<file path="src/design/gti_pkg.sv">
`default_nettype none

package gti_pkg;

    localparam int COL_W       = 10;
    localparam int CFG_W       = 11;
    localparam int MODE_W      = 3;
    localparam int VERT_W      = 22;
    localparam int IDX_W       = 2;
    localparam int MAX_SIDE    = 1024;
    localparam int QUEUE_DEPTH = 4;

    typedef enum logic [MODE_W-1:0] {
        DIAG_LEFT       = 3'd0,
        DIAG_RIGHT      = 3'd1,
        DIAG_RIGHT_LEFT = 3'd2,
        DIAG_LEFT_RIGHT = 3'd3,
        DIAG_CROSSED    = 3'd4
    } t_diag;

    typedef enum logic [IDX_W-1:0] {
        REG_GRID_COLS = 2'd0,
        REG_GRID_ROWS = 2'd1,
        REG_DIAG_MODE = 2'd2
    } t_reg_idx;

    typedef enum logic [1:0] {
        KIND_LEFT,
        KIND_RIGHT,
        KIND_CROSSED,
        KIND_OOR
    } t_kind;

    typedef struct packed {
        logic [CFG_W-1:0]  cols;
        logic [CFG_W-1:0]  rows;
        logic [MODE_W-1:0] mode;
    } t_cfg;

    typedef struct packed {
        t_kind             kind;
        logic [VERT_W-1:0] v0;
        logic [VERT_W-1:0] quad;
        logic [VERT_W-1:0] vmid;
        logic [CFG_W-1:0]  cp1;
    } t_desc;

endpackage

`default_nettype wire

</file>
<file path="src/design/gti_front.sv">
`default_nettype none

module gti_front #(
    parameter int DEPTH = gti_pkg::QUEUE_DEPTH
) (
    input  logic                      i_clk,
    input  logic                      i_rst_n,
    input  gti_pkg::t_cfg             i_cfg,
    input  logic                      i_push,
    input  logic [gti_pkg::COL_W-1:0] i_quad_col,
    input  logic [gti_pkg::COL_W-1:0] i_quad_row,
    input  logic                      i_retire,
    output logic                      o_full,
    output logic                      o_wr_valid,
    output gti_pkg::t_desc            o_wr_desc
);
    import gti_pkg::*;

    localparam int OCC_W = $clog2(DEPTH + 1);

    logic [OCC_W-1:0]  r_occ, n_occ;
    logic              accept;
    logic [CFG_W-1:0]  cols_sat, rows_sat;
    logic              oor;
    t_kind             kind;

    logic              r1_valid;
    logic [COL_W-1:0]  r1_col, r1_row;
    logic [CFG_W-1:0]  r1_cols, r1_rows;
    t_kind             r1_kind;

    logic              r2_valid;
    logic [COL_W-1:0]  r2_col, r2_row;
    logic [CFG_W-1:0]  r2_cols;
    t_kind             r2_kind;
    logic [VERT_W-1:0] r2_rc, r2_area;
    logic [VERT_W-1:0] quad;

    // occupancy covers both pipeline stages and the queue
    assign o_full = (r_occ == OCC_W'(DEPTH));
    assign accept = i_push && !o_full;
    assign n_occ  = OCC_W'(r_occ + OCC_W'(accept) - OCC_W'(i_retire));

    assign cols_sat = (i_cfg.cols > CFG_W'(MAX_SIDE)) ? CFG_W'(MAX_SIDE) : i_cfg.cols;
    assign rows_sat = (i_cfg.rows > CFG_W'(MAX_SIDE)) ? CFG_W'(MAX_SIDE) : i_cfg.rows;
    assign oor = ({1'b0, i_quad_col} >= cols_sat) || ({1'b0, i_quad_row} >= rows_sat);

    always_comb begin
        if (oor) begin
            kind = KIND_OOR;
        end else begin
            case (i_cfg.mode)
                DIAG_RIGHT:      kind = KIND_RIGHT;
                DIAG_RIGHT_LEFT: kind = (i_quad_col[0] ^ i_quad_row[0]) ? KIND_RIGHT
                                                                         : KIND_LEFT;
                DIAG_LEFT_RIGHT: kind = (i_quad_col[0] ^ i_quad_row[0]) ? KIND_LEFT
                                                                         : KIND_RIGHT;
                DIAG_CROSSED:    kind = KIND_CROSSED;
                default:         kind = KIND_LEFT;
            endcase
        end
    end

    always_ff @(posedge i_clk) begin
        if (!i_rst_n) begin
            r_occ    <= '0;
            r1_valid <= 1'b0;
            r2_valid <= 1'b0;
        end else begin
            r_occ    <= n_occ;
            r1_valid <= accept;
            r2_valid <= r1_valid;
        end
    end

    always_ff @(posedge i_clk) begin
        if (accept) begin
            r1_col  <= i_quad_col;
            r1_row  <= i_quad_row;
            r1_cols <= cols_sat;
            r1_rows <= rows_sat;
            r1_kind <= kind;
        end
        r2_col  <= r1_col;
        r2_row  <= r1_row;
        r2_cols <= r1_cols;
        r2_kind <= r1_kind;
        r2_rc   <= VERT_W'(r1_row) * VERT_W'(r1_cols);
        r2_area <= (VERT_W'(r1_cols) + VERT_W'(1)) * (VERT_W'(r1_rows) + VERT_W'(1));
    end

    assign quad               = r2_rc + VERT_W'(r2_col);
    assign o_wr_valid         = r2_valid;
    assign o_wr_desc.kind     = r2_kind;
    assign o_wr_desc.quad     = quad;
    assign o_wr_desc.v0       = quad + VERT_W'(r2_row);
    assign o_wr_desc.vmid     = r2_area + quad;
    assign o_wr_desc.cp1      = r2_cols + CFG_W'(1);

endmodule

`default_nettype wire

</file>
<file path="src/design/gti_queue.sv">
`default_nettype none

module gti_queue #(
    parameter int DEPTH = gti_pkg::QUEUE_DEPTH
) (
    input  logic           i_clk,
    input  logic           i_rst_n,
    input  logic           i_wr,
    input  gti_pkg::t_desc i_wr_data,
    input  logic           i_rd,
    output logic           o_empty,
    output gti_pkg::t_desc o_rd_data
);
    import gti_pkg::*;

    localparam int PTR_W = (DEPTH > 1) ? $clog2(DEPTH) : 1;
    localparam int CNT_W = $clog2(DEPTH + 1);

    t_desc             r_mem [DEPTH];
    logic [PTR_W-1:0]  r_wr_ptr, r_rd_ptr;
    logic [CNT_W-1:0]  r_cnt;

    function automatic logic [PTR_W-1:0] ptr_inc(input logic [PTR_W-1:0] p);
        return (p == PTR_W'(DEPTH - 1)) ? '0 : PTR_W'(p + PTR_W'(1));
    endfunction

    assign o_empty   = (r_cnt == '0);
    assign o_rd_data = r_mem[r_rd_ptr];

    always_ff @(posedge i_clk) begin
        if (!i_rst_n) begin
            r_wr_ptr <= '0;
            r_rd_ptr <= '0;
            r_cnt    <= '0;
        end else begin
            if (i_wr) begin
                r_wr_ptr <= ptr_inc(r_wr_ptr);
            end
            if (i_rd) begin
                r_rd_ptr <= ptr_inc(r_rd_ptr);
            end
            r_cnt <= CNT_W'(r_cnt + CNT_W'(i_wr) - CNT_W'(i_rd));
        end
    end

    always_ff @(posedge i_clk) begin
        if (i_wr) begin
            r_mem[r_wr_ptr] <= i_wr_data;
        end
    end

endmodule

`default_nettype wire

</file>
<file path="src/design/gti_back.sv">
`default_nettype none

module gti_back (
    input  logic                       i_clk,
    input  logic                       i_rst_n,
    input  logic                       i_q_empty,
    input  gti_pkg::t_desc             i_desc,
    input  logic                       i_pop,
    output logic                       o_rd,
    output logic                       o_empty,
    output logic [gti_pkg::VERT_W-1:0] o_cell_number,
    output logic [gti_pkg::VERT_W-1:0] o_vert_a,
    output logic [gti_pkg::VERT_W-1:0] o_vert_b,
    output logic [gti_pkg::VERT_W-1:0] o_vert_c,
    output logic                       o_last_of_quad,
    output logic                       o_out_of_range
);
    import gti_pkg::*;

    localparam logic [1:0] CROSS_LAST = 2'd3;

    logic              r_valid;
    logic [1:0]        r_k;
    logic              load;
    logic [VERT_W-1:0] v1, v2, v3;
    logic [VERT_W-1:0] cell_no, va, vb, vc;
    logic              last, err;

    assign v1 = i_desc.v0 + VERT_W'(1);
    assign v2 = i_desc.v0 + VERT_W'(i_desc.cp1);
    assign v3 = v2 + VERT_W'(1);

    always_comb begin
        cell_no = '0;
        va      = '0;
        vb      = '0;
        vc      = '0;
        last    = 1'b0;
        err     = 1'b0;
        case (i_desc.kind)
            KIND_CROSSED: begin
                cell_no = {i_desc.quad[VERT_W-3:0], r_k};
                vc      = i_desc.vmid;
                last    = (r_k == CROSS_LAST);
                case (r_k)
                    2'd0: begin
                        va = i_desc.v0;
                        vb = v1;
                    end
                    2'd1: begin
                        va = i_desc.v0;
                        vb = v2;
                    end
                    2'd2: begin
                        va = v1;
                        vb = v3;
                    end
                    default: begin
                        va = v2;
                        vb = v3;
                    end
                endcase
            end
            KIND_LEFT: begin
                cell_no = {i_desc.quad[VERT_W-2:0], r_k[0]};
                last    = r_k[0];
                va      = r_k[0] ? v1 : i_desc.v0;
                vb      = r_k[0] ? v2 : v1;
                vc      = r_k[0] ? v3 : v2;
            end
            KIND_RIGHT: begin
                cell_no = {i_desc.quad[VERT_W-2:0], r_k[0]};
                last    = r_k[0];
                va      = i_desc.v0;
                vb      = r_k[0] ? v2 : v1;
                vc      = v3;
            end
            default: begin
                last = 1'b1;
                err  = 1'b1;
            end
        endcase
    end

    assign load    = !i_q_empty && (!r_valid || i_pop);
    assign o_rd    = load && last;
    assign o_empty = !r_valid;

    always_ff @(posedge i_clk) begin
        if (!i_rst_n) begin
            r_valid <= 1'b0;
            r_k     <= '0;
        end else begin
            if (load) begin
                r_valid <= 1'b1;
                r_k     <= last ? 2'd0 : 2'(r_k + 2'd1);
            end else if (i_pop) begin
                r_valid <= 1'b0;
            end
        end
    end

    always_ff @(posedge i_clk) begin
        if (load) begin
            o_cell_number  <= cell_no;
            o_vert_a       <= va;
            o_vert_b       <= vb;
            o_vert_c       <= vc;
            o_last_of_quad <= last;
            o_out_of_range <= err;
        end
    end

endmodule

`default_nettype wire

</file>
<file path="src/design/grid_triangle_index_generator_core.sv">
// Grid triangle index generator.
// Input channel: quad_col/quad_row are transferred when push is high and full
// is low. Each quad yields two triangles (left, right, alternating modes), four
// (crossed mode), or one error result when it lies outside the grid.
// Result channel: while empty is low the oldest triangle is on the o_ ports;
// it is transferred when pop is high. o_last_of_quad marks a quad's final one.
// Configuration: i_cfg_we/i_cfg_idx/i_cfg_data write grid_cols (0),
// grid_rows (1), diagonal_mode (2); write only while the block is idle.
// Path: a transferred quad passes both front pipeline stages and the
// descriptor queue before its first triangle is registered on the ports.
// Throughput: one triangle per cycle from the output sequencer while pop is
// high and a quad is queued. A quad enters every cycle while the pipeline and
// queue (QUEUE_DEPTH entries including the two pipeline stages) have room.
// Reset: registers return to cols 1, rows 1, left diagonal; pipeline and
// queue are emptied. When the receiver stalls, the output register holds,
// the queue fills and full rises once QUEUE_DEPTH quads are pending.
`default_nettype none

module grid_triangle_index_generator_core #(
    parameter int QUEUE_DEPTH = gti_pkg::QUEUE_DEPTH
) (
    input  logic                       i_clk,
    input  logic                       i_rst_n,
    input  logic                       i_cfg_we,
    input  logic [gti_pkg::IDX_W-1:0]  i_cfg_idx,
    input  logic [gti_pkg::CFG_W-1:0]  i_cfg_data,
    input  logic                       push,
    output logic                       full,
    input  logic [gti_pkg::COL_W-1:0]  i_quad_col,
    input  logic [gti_pkg::COL_W-1:0]  i_quad_row,
    output logic                       empty,
    input  logic                       pop,
    output logic [gti_pkg::VERT_W-1:0] o_cell_number,
    output logic [gti_pkg::VERT_W-1:0] o_vert_a,
    output logic [gti_pkg::VERT_W-1:0] o_vert_b,
    output logic [gti_pkg::VERT_W-1:0] o_vert_c,
    output logic                       o_last_of_quad,
    output logic                       o_out_of_range
);
    import gti_pkg::*;

    t_cfg  r_cfg;
    logic  wr_valid;
    t_desc wr_desc;
    logic  q_empty;
    t_desc q_desc;
    logic  q_rd;

    always_ff @(posedge i_clk) begin
        if (!i_rst_n) begin
            r_cfg.cols <= CFG_W'(1);
            r_cfg.rows <= CFG_W'(1);
            r_cfg.mode <= DIAG_LEFT;
        end else if (i_cfg_we) begin
            case (i_cfg_idx)
                REG_GRID_COLS: r_cfg.cols <= i_cfg_data;
                REG_GRID_ROWS: r_cfg.rows <= i_cfg_data;
                REG_DIAG_MODE: r_cfg.mode <= i_cfg_data[MODE_W-1:0];
                default:       r_cfg      <= r_cfg;
            endcase
        end
    end

    gti_front #(
        .DEPTH (QUEUE_DEPTH)
    ) u_front (
        .i_clk      (i_clk),
        .i_rst_n    (i_rst_n),
        .i_cfg      (r_cfg),
        .i_push     (push),
        .i_quad_col (i_quad_col),
        .i_quad_row (i_quad_row),
        .i_retire   (q_rd),
        .o_full     (full),
        .o_wr_valid (wr_valid),
        .o_wr_desc  (wr_desc)
    );

    gti_queue #(
        .DEPTH (QUEUE_DEPTH)
    ) u_queue (
        .i_clk     (i_clk),
        .i_rst_n   (i_rst_n),
        .i_wr      (wr_valid),
        .i_wr_data (wr_desc),
        .i_rd      (q_rd),
        .o_empty   (q_empty),
        .o_rd_data (q_desc)
    );

    gti_back u_back (
        .i_clk          (i_clk),
        .i_rst_n        (i_rst_n),
        .i_q_empty      (q_empty),
        .i_desc         (q_desc),
        .i_pop          (pop),
        .o_rd           (q_rd),
        .o_empty        (empty),
        .o_cell_number  (o_cell_number),
        .o_vert_a       (o_vert_a),
        .o_vert_b       (o_vert_b),
        .o_vert_c       (o_vert_c),
        .o_last_of_quad (o_last_of_quad),
        .o_out_of_range (o_out_of_range)
    );

`ifndef ASSERT_OFF
    a_reset_empty: assert property (@(posedge i_clk)
        !i_rst_n |=> empty && !full)
        else $error("block not empty after reset");

    a_oor_result: assert property (@(posedge i_clk) disable iff (!i_rst_n)
        !empty && o_out_of_range |-> o_last_of_quad && o_cell_number == '0
            && o_vert_a == '0 && o_vert_b == '0 && o_vert_c == '0)
        else $error("out-of-range result malformed");

    a_vert_order: assert property (@(posedge i_clk) disable iff (!i_rst_n)
        !empty && !o_out_of_range |-> o_vert_a < o_vert_b && o_vert_b < o_vert_c)
        else $error("triangle vertices out of order");

    a_no_input_transfer_when_full: assert property (@(posedge i_clk) disable iff (!i_rst_n)
        full && !pop |=> full)
        else $error("full dropped without a result transfer");
`endif

endmodule

`default_nettype wire

</file>
<file path="config.mk">
export PLATFORM = sky130hd
export DESIGN_NAME = grid_triangle_index_generator_core
export DESIGN_NICKNAME = d
export VERILOG_FILES = /design/src/design/gti_pkg.sv /design/src/design/gti_front.sv /design/src/design/gti_queue.sv /design/src/design/gti_back.sv /design/src/design/grid_triangle_index_generator_core.sv
export SDC_FILE = /design/constraint.sdc
export NUM_CORES = 1
export LEC_CHECK = 0
export CAP_MARGIN = 40
export CORE_ASPECT_RATIO = 0.5
export CORE_UTILIZATION = 50
export CTS_CLUSTER_DIAMETER = 50
export DETAILED_ROUTE_END_ITERATION = 10
export DONT_BUFFER_PORTS = 1
export PLACE_DENSITY = 0.68
export REMOVE_ABC_BUFFERS = 1
export SYNTH_ARGS = -nofsm -noshare
export SYNTH_HDL_FRONTEND = slang
export SYNTH_SLANG_ARGS = --single-unit
</file>
<file path="constraint.sdc">
create_clock -name i_clk -period 5.7 [get_ports i_clk]
set_input_delay 0.57 -clock i_clk [delete_from_list [all_inputs] [get_ports i_clk]]
set_output_delay 0.57 -clock i_clk [all_outputs]
set_load 0.005 [all_outputs]
</file>
# Word-level counts from Yosys, hierarchy flattened
# Memories as Yosys holds them, arrays and structs flattened. A register that Yosys moved wholly into a read port is not among the register bits.
# Cells that the tools add are included.
[op_classes]
add_sub_neg = 16
multipliers = 2
magnitude_cmp = 4
eq_ne = 14
n_mux = 25
n_bitwise = 1
reduce_logical = 19
[ops]
columns = ["cell", "count"]
rows = [
  ["$pmux 22 s2", 4],
  ["$pmux 22 s3", 2],
  ["$mux 22", 3],
  ["$add 22x1->22 const B", 2],
  ["$add 11x1->12 const B", 2],
  ["$add 21x10->22", 1],
  ["$add 22x10->22", 1],
  ["$add 22x11->22", 1],
  ["$add 22x22->22", 1],
  ["$ge 10x11->1", 2],
  ["$gt 11x11->1 const B", 2],
  ["$mul 22x22->22", 1],
  ["$mux 11", 2],
  ["$mul 10x11->21", 1],
  ["$eq 2x2->1 const B", 6],
  ["$add 11x1->11 const B", 1],
  ["$mux 2", 5],
  ["$pmux 2 s4", 1],
  ["$mux 1", 7],
  ["$add 2x1->2 const B", 3],
  ["$add 3x1->3", 2],
  ["$eq 2x1->1 const B", 3],
  ["$eq 3x2->1 const B", 2],
  ["$eq 3x3->1 const B", 2],
  ["13 further kinds", 24],
]
[totals]
reg_bits = 250
ram_bits = 316
inputBits = 38
out_inout_bits = 92
wordCells = 110
n_memories = 1
[mem_list]
columns = ["memory", "depth", "word_bits", "rd", "rd_ports_with_merged_regs", "wr", "line_no", "source"]
rows = [
  ["u_queue.r_mem", 4, 79, 1, 1, 1, "gti_queue.sv:19", "t_desc r_mem [DEPTH];"],
]

# Logic depth before layout (Yosys ltp)
# Gate-level depths: netlist of run 1.
[logic_depth]
ltp_word = 6
depth_mapped = 25
mapped_depth_nobuf = 24

# Modules after synthesis
# From an unflattened synthesis of run 1, not the netlist that was laid out.
[hier_totals]
hier_cells = 3021
hier_area_um2 = 34888.5
[modules_own_cells]
columns = ["module", "n_inst", "cells_each", "area_each_um2"]
rows = [
  ["gti_front", 1, 1583, 14502.7],
  ["gti_queue", 1, 455, 11826.3],
  ["gti_back", 1, 887, 7596.0],
  ["grid_triangle_index_generator_core", 1, 96, 963.4],
]

# Least setup slack after synthesis of run 1
# No wires, ideal clock.
[synth_path]
path_kind = "flip-flop to flip-flop"
start = "register with a tool-made name"
end = "register u_back.o_vert_b[12] (netlist name) (data pin)"
setup_ps = 261
t_arrival_ps = 5692
t_required_ps = 5439
slack_ps = -253
stages_incl_launch_ff = 19
n_path_buf = 6
synth_period_minus_slack_ps = 5953
path_cell_list = "dfxtp_1 -> buf_6 -> buf_6 -> buf_2 -> buf_1 -> buf_1 -> mux4_2 -> ha_1 -> fa_1 -> a211oi_1 -> o21bai_2 -> a21oi_1 -> xor2_1 -> or4_1 -> buf_2 -> nor3b_1 -> xor2_1 -> nor3_1 -> a311o_1"
[synth_lines]
columns = ["element", "line_no", "source"]
rows = [
  ["to (signal assigned)", "gti_back.sv:107", "o_vert_b <= vb;"],
  ["to (decl)", "gti_back.sv:13", "output logic [gti_pkg::VERT_W-1:0] o_vert_b,"],
]

# Worst setup path after layout of run 1
[layout_path]
start = "register u_front.r1_rows[2]"
end = "register u_front.r2_area[21]"
[layout_via]
elab_chain_cells = 2
[layout_rtl]
columns = ["element", "line_no", "source"]
rows = [
  ["from (decl)", "gti_front.sv:29", "logic [CFG_W-1:0] r1_cols, r1_rows;"],
  ["from (signal assigned)", "gti_front.sv:81", "r1_rows <= rows_sat;"],
  ["$add 11x1->12", "gti_front.sv:89", "r2_area <= (VERT_W'(r1_cols) + VERT_W'(1)) * (VERT_W'(r1_rows) + VERT_W'(1));"],
  ["$mul 22x22->22", "gti_front.sv:89", ""],
  ["to (signal assigned)", "gti_front.sv:89", ""],
  ["to (decl)", "gti_front.sv:36", "logic [VERT_W-1:0] r2_rc, r2_area;"],
]
# No other way between the ends.
# A chain may end at the register's enable or synchronous reset.

==> out/results.ini, run 1 <==
[run_status]
outcome=complete, no violations

[setup_path]
start_kind=flip-flop
critPathMaxFanout=5
timing.rr.end=u_front.r2_area[21]
end_kind=flip-flop
cp.required_ns=6.22
rrSetupSlack_ns=0.13
crit_start=u_front.r1_rows[2]
critPathKind=reg2reg
rr_worst_depth=21
r2r-start=u_front.r1_rows[2]
cp-endpoint=u_front.r2_area[21]
arrival_ns=6.08

[timing]
min_period_over_period=0.9770
slew_headroom=0.3856
max_freq_mhz=179.6
tightest_slew_ns=0.9183
finalSetupTns_ns=0
fin_crit_ns=5.569
setup_violations=0
hold_viol_final=0
maxSlewViolCount=0
fin_skew_ns=0.03529
rsz0062_at_grt=yes

[placement]
numPortBuffers=0
numPlacedInstances=3808
place.gp.congestion=0.9351
dp.final_hpwl_microns=61720

[die]
initial_core_util=0.5093
die_w_microns=372.8
rows=67
io_pins=130
die_h_microns=187.4
core_area_sq_um=67480
dieArea_sq_um=69860

[cts]
cts.sinks=564
cts_root_buffer=clkbuf_16
cts_tree=built
numCtsBuffers=53
path_clk_slew_ns=0.07
clock_latency_ns=0.64
clk_path_buf_depth=3
cts.htree.levels=2

[global_route]
antenna_found_initial=2
track_usage=0.2410
grt_max_degree=70
grt_overflow=0
grt_pass1_vias=22760
grt_first_pass_wirelength_microns=130500

[power]
leakage_uw=0.01506
ir_drop_uv=384.1
p_total_uw=26060
p_per_area_nw_per_um2=678.5

[synthesis]
synth_edf_count=446
synth_top_area_frac=0.3897
netlist_instances=2904
synthArstFlopShare=0
synthTopCellsByArea=edfxtp_1 39%, fa_1 10%, ha_1 7.3%
synthDistinctLibCells=100
ys_ff_latch=564
synth.cell_area_sq_um=34370
ys_warn_count=0
ys_seq_area_frac=0.4584
synth-main-ff-cell=edfxtp_1
synth_area_per_cell_sq_um=11.84
synth_top_area_cell=edfxtp_1

[detailed_routing]
vias=22880
route.detailed.drc=0
routed_via_density=5.818
ant_nets=0
dr.pass1.iters=5
finalWirelength_microns=84330
wire_per_inst_microns=21.44
drt_iter0_drc=2109

[cells_and_area]
seq_area_sq_um=15760
nets=3403
multiInputGateArea_sq_um=17470
areaGrowthSynthToFinish_pct=11.74
layout.cells.most_common=edfxtp_1
fillers=5441
final_layout_size_suffix_gt1_frac=0.1414
final_cell_mix=446 x edfxtp_1, 264 x inv_1, 231 x nand2_1
fin_cells=3933

[run]
max_cap_violations=0

[min_path]
hp-class=in2reg
worstHoldPathCells=0

## Yosys cell counts, drive strengths merged, types with 5 or more instances
| cell | count |
|---|---|
| edfxtp | 446 |
| inv | 265 |
| nand2 | 233 |
| ha | 200 |
| nor2 | 181 |
| fa | 175 |
| xnor2 | 119 |
| dfxtp | 118 |
| a21oi | 102 |
| clkbuf | 96 |
| mux4 | 77 |
| o21ai | 76 |
| and2 | 73 |
| nor3 | 69 |
| xor2 | 62 |
| nand3 | 58 |
| nor2b | 51 |
| nand2b | 50 |
| mux2i | 41 |
| buf | 31 |
| o22ai | 29 |
| a22oi | 28 |
| o21a | 27 |
| and3 | 26 |
| a22o | 23 |
| a221oi | 21 |
| nand4 | 21 |
| a211oi | 19 |
| a21o | 15 |
| o211ai | 15 |
| or2 | 15 |
| or3 | 14 |
| a31oi | 10 |
| a21boi | 8 |
| nor4 | 8 |
| o2111ai | 7 |
| o311ai | 7 |
| a221o | 6 |
| nor3b | 6 |
| o21bai | 6 |
| o41ai | 6 |
| a211o | 5 |
## stage by stage
stage	utilization	hold WS, ns	area, sq um	worst slack [ns]
3_5_place_dp	0.5339	0.3269	36030	-0.1758
4_1_cts	0.5632	0.001234	38010	0.01629
3_3_place_gp	0.5327	0.3251	35950	-0.03216
5_1_grt	0.5691	0.008558	38400	-0.1011
2_1_floorplan	-	0.3233	33820	-3.541
6_report	0.5691	0.03968	38410	0.1313
## report_power, final
| group | total [uW] | internal [uW] | switching, uW |
|---|---|---|---|
| Combinational | 15400 | 6100 | 9280 |
| Sequential | 7030 | 6590 | 442 |
| Clock | 3650 | 2020 | 1630 |
| Total | 26100 | 14700 | 11400 |
## cell type report
type                    instances  share of cell area
diodes                          2           0.0001303
inverters                     265             0.02597
multi-input cells            1948              0.4548
flip-flops and latches        564              0.4104
repair buffers                158             0.03219
clock inverters                42             0.01231
well taps                     897             0.02922
clock buffers                  57             0.03492
## timing repair
item / 4_1_cts / 5_1_grt
endpoints found under the setup margin: 6 / 10
pin swaps: 0 / 20
hold buffers: 7 / 0
gates resized for setup: 17 / 50
setup buffers: 0 / 17
hold endpoints to repair: 7 / 0
## how the worst min path moves through the flow
stage                                  from  slack (ns)                end
after floorplan           u_front.r1_col[0]        0.32  u_front.r2_col[0]
after global placement    u_front.r1_col[7]        0.33  u_front.r2_col[7]
after detailed placement  u_front.r1_col[7]        0.33  u_front.r2_col[7]
after CTS                     i_quad_col[4]       0.001  u_front.r1_col[4]
after global routing          i_quad_col[4]       0.009  u_front.r1_col[4]
final                         i_quad_col[4]        0.04  u_front.r1_col[4]
## logic make-up after synthesis
kind of cell,count (synthesis),share of synthesized area
mux,121,0.06381
compound gates,447,0.08944
buf+inv,392,0.04492
xor+xnor,181,0.04842
simple gates,824,0.1203
fa+ha+maj,375,0.1747
flops,564,0.4584
## routing by layer
| layer | global-route usage | part of all wire |
|---|---|---|
| met5 | 0 | 0 |
| met2 | 0.3774 | 0.45 |
| met4 | 0.06453 | 0.024 |
| met1 | 0.3490 | 0.45 |
| met3 | 0.03954 | 0.071 |
## worst max-delay path, stage by stage (launching register included)
cell and delay (ns):
edfxtp_1 0.42, and3_4 0.22, and3_4 0.20, nand3_1 0.14
nor2_4 0.15, buf_4 0.16, xnor2_2 0.13, nor2_1 0.10
fa_1 0.57, fa_1 0.47, fa_1 0.51, fa_1 0.50
inv_1 0.05, fa_1 0.47, inv_1 0.07, ha_4 0.23
or2_2 0.32, a21oi_4 0.17, a31oi_4 0.06, a211o_1 0.29
a21oi_2 0.15, xnor2_1 0.07
## flip-flops by register name, summed over array words and instances (netlist names), 3 cells and up, named ones only
name                  cells
u_queue.r_mem           312
r_cfg                    25
u_back.o_cell_number     22
u_back.o_vert_a          22
u_back.o_vert_b          22
u_back.o_vert_c          22
u_front.r2_area          22
u_front.r2_rc            21
u_front.r1_cols          11
u_front.r1_rows          11
u_front.r2_cols          11
u_front.r1_col           10
u_front.r1_row           10
u_front.r2_col           10
u_front.r2_row           10
u_front.r_occ             3
u_queue.r_cnt             3
(Power assumes the default switching activity.)
==> run 2: changes to the inputs <==
--- a/config.mk
+++ b/config.mk
@@ -7,11 +7,11 @@
 export LEC_CHECK = 0
 export CAP_MARGIN = 40
 export CORE_ASPECT_RATIO = 0.5
-export CORE_UTILIZATION = 50
+export CORE_UTILIZATION = 30
 export CTS_CLUSTER_DIAMETER = 50
+export CTS_CLUSTER_SIZE = 8
 export DETAILED_ROUTE_END_ITERATION = 10
 export DONT_BUFFER_PORTS = 1
-export PLACE_DENSITY = 0.68
 export REMOVE_ABC_BUFFERS = 1
 export SYNTH_ARGS = -nofsm -noshare
 export SYNTH_HDL_FRONTEND = slang
==> constraint.sdc (replaced) <==
create_clock -name i_clk -period 6.9 [get_ports i_clk]
set_input_delay 0.69 -clock i_clk [delete_from_list [all_inputs] [get_ports i_clk]]
set_output_delay 0.69 -clock i_clk [all_outputs]
set_load 0.005 [all_outputs]
==> out/results.ini, run 2 (synthesized netlist as in run 1, its figures left out) <==
[setup_path]
crit_start=u_front.r1_cols[4]
rr_worst_depth=21  ; unchanged
rrSetupSlack_ns=0.59  ; +0.46 ns
critPathMaxFanout=8  ; +3
timing.rr.end=u_front.r2_area[20]
cp.required_ns=7.40  ; +1.18 ns
r2r-start=u_front.r1_cols[4]
crit_top_cell=fa_1
slowest_delay_ns=0.63  ; +0.06 ns
crit_family=adder cells
slowest_stage=xnor2_1
end_kind=flip-flop
critPathKind=reg2reg
start_kind=flip-flop
crit_buf_inv=3  ; unchanged
crit_chain=nand3_1 > nor2_1 > nand2_1 > xnor2_1 > nand2_1 > fa_1 > inv_1 > fa_1 > inv_1 > fa_1 > fa_1 > inv_1 > ha_1 > o21ai_0 > a21boi_0 > o21ai_0 > a21boi_0 > o2111ai_1 > and3_1 > or2_2 > o311ai_0
arrival_ns=6.80  ; +0.72 ns

[detailed_routing]
dr.pass1.iters=7  ; +2
route.detailed.drc=0  ; unchanged
finalWirelength_microns=88910  ; +5.4%
ant_nets=0  ; unchanged
wire_per_inst_microns=19.72  ; -8.0%
drt_iter0_drc=1663  ; -21%
routed_via_density=4.979  ; -14%
vias=22450  ; -1.9%

[power]
p_per_area_nw_per_um2=557.5  ; -18%
ir_drop_uv=293.3  ; -24%
p_total_uw=21680  ; -17%
leakage_uw=0.01487  ; -1.3%

[cts]
cts_resized=0  ; -17
cts_hold_buf=0  ; -7
numCtsBuffers=85  ; +60%
cts_root_buffer=clkbuf_16
cts_tree=built
cts.sinks=564  ; unchanged
path_clk_slew_ns=0.05  ; -0.02 ns
cts.htree.levels=3  ; +1
clk_path_buf_depth=3  ; unchanged
clock_latency_ns=0.64  ; about the same
postCtsSetupBuffers=0  ; unchanged

[global_route]
track_usage=0.1531  ; -0.08783
grt_overflow=0  ; unchanged
grt_pass1_vias=22790  ; +0.12%
grt_max_degree=71  ; +1.4%
antenna_found_initial=4  ; +2
grt_first_pass_wirelength_microns=136600  ; +4.6%

[cells_and_area]
reg_top3=u_queue.r_mem: 312 flops, r_cfg: 25 flops
top_register=u_queue.r_mem
layout.cells.most_common=edfxtp_1
largest_register_ffs=312  ; unchanged
final_cell_mix=446 x edfxtp_1, 264 x inv_1, 231 x nand2_1
final_layout_size_suffix_gt1_frac=0.1030  ; -0.03842
fillers=10990  ; +100%
nets=3342  ; -1.8%
areaGrowthSynthToFinish_pct=13.18
fin_area_sq_um=38900  ; +1.3%

[timing]
min_period_over_period=0.9140  ; -0.06293
slew_headroom=0.3860  ; +0.0004800
tightest_slew_ns=0.9195  ; +0.001193 ns
fin_skew_ns=0.06262  ; +0.02733 ns
rsz0062_at_grt=no
fin_crit_ns=6.307  ; +0.7381 ns
setup_violations=0  ; unchanged
maxSlewViolCount=0  ; unchanged
hold_viol_final=0  ; unchanged
max_freq_mhz=158.6  ; -12%

[die]
die_w_microns=480.7  ; +29%
io_pins=130  ; unchanged
core_area_sq_um=113100  ; +68%
dieArea_sq_um=116000  ; +66%
rows=87  ; +30%
die_h_microns=241.3  ; +29%
initial_core_util=0.3039  ; -0.2054

[min_path]
min_from=i_quad_col[8]
hp-class=in2reg
worstHoldPathCells=0  ; unchanged
hold_path_end=u_front.r1_col[8]

[placement]
placed_cell_area_sq_um=36310  ; +0.78%
dp.final_hpwl_microns=66200  ; +7.3%
place.gp.congestion=0.8796  ; -5.9%
numPortBuffers=0  ; unchanged

[run]
max_cap_violations=0  ; unchanged

[run_status]
outcome=complete, no violations

==> run 2: through the flow <==
step | hold WS [ns] | cells | utilization | setup TNS, ns | worst slack (ns)
3_3_place_gp | 0.3282 | 4348 | 0.3201 | 0 | 0.6996
2_1_floorplan | 0.3233 | 2777 | - | -61.95 | -2.341
4_1_cts | 0.09679 | 4504 | 0.3438 | 0 | 0.4843
3_5_place_dp | 0.3279 | 4355 | 0.3210 | 0 | 0.5477
5_1_grt | 0.1059 | 4504 | 0.3439 | 0 | 0.02528
6_report | 0.1422 | 4508 | 0.3439 | 0 | 0.5932
==> run 2: layout make-up <==
| type | instances | area, sq um | share of cell area |
|---|---|---|---|
| flip-flops and latches | 564 | 15760 | 0.4052 |
| clock buffers | 134 | 2352 | 0.06047 |
| multi-input cells | 1948 | 17120 | 0.4401 |
| well taps | 1513 | 1893 | 0.04867 |
| diodes | 4 | 10.01 | 0.0002573 |
| repair buffers | 65 | 541.8 | 0.01393 |
| inverters | 265 | 997.2 | 0.02564 |
| clock inverters | 15 | 221.5 | 0.005693 |
==> run 2: worst max path at each step <==
stage / endpoint / slack [ns] / cells after the start
final: u_front.r2_area[20] / 0.59 / 21
after global routing: u_front.r2_area[20] / 0.03 / 21
after CTS: u_front.r2_area[20] / 0.48 / 19
after detailed placement: u_front.r2_area[20] / 0.55 / 19
after global placement: u_front.r2_area[20] / 0.70 / 17
after floorplan: u_front.r_occ[2] / -2.34 / 14
==> run 2: per-layer routing <==
layer / vias to the layer above / part of all wire / global-route usage
li1: 10440 / - / -
met1: 11180 / 0.44 / 0.2004
met2: 659 / 0.47 / 0.2558
met3: 168 / 0.055 / 0.02559
met4: 2 / 0.033 / 0.05505
met5: - / 0.00020 / 0
==> run 2: where the power goes <==
part / switching (uW) / internal (uW)
Clock: 1510 / 2350
Sequential: 472 / 5460
Combinational: 7430 / 4470
Total: 9410 / 12300
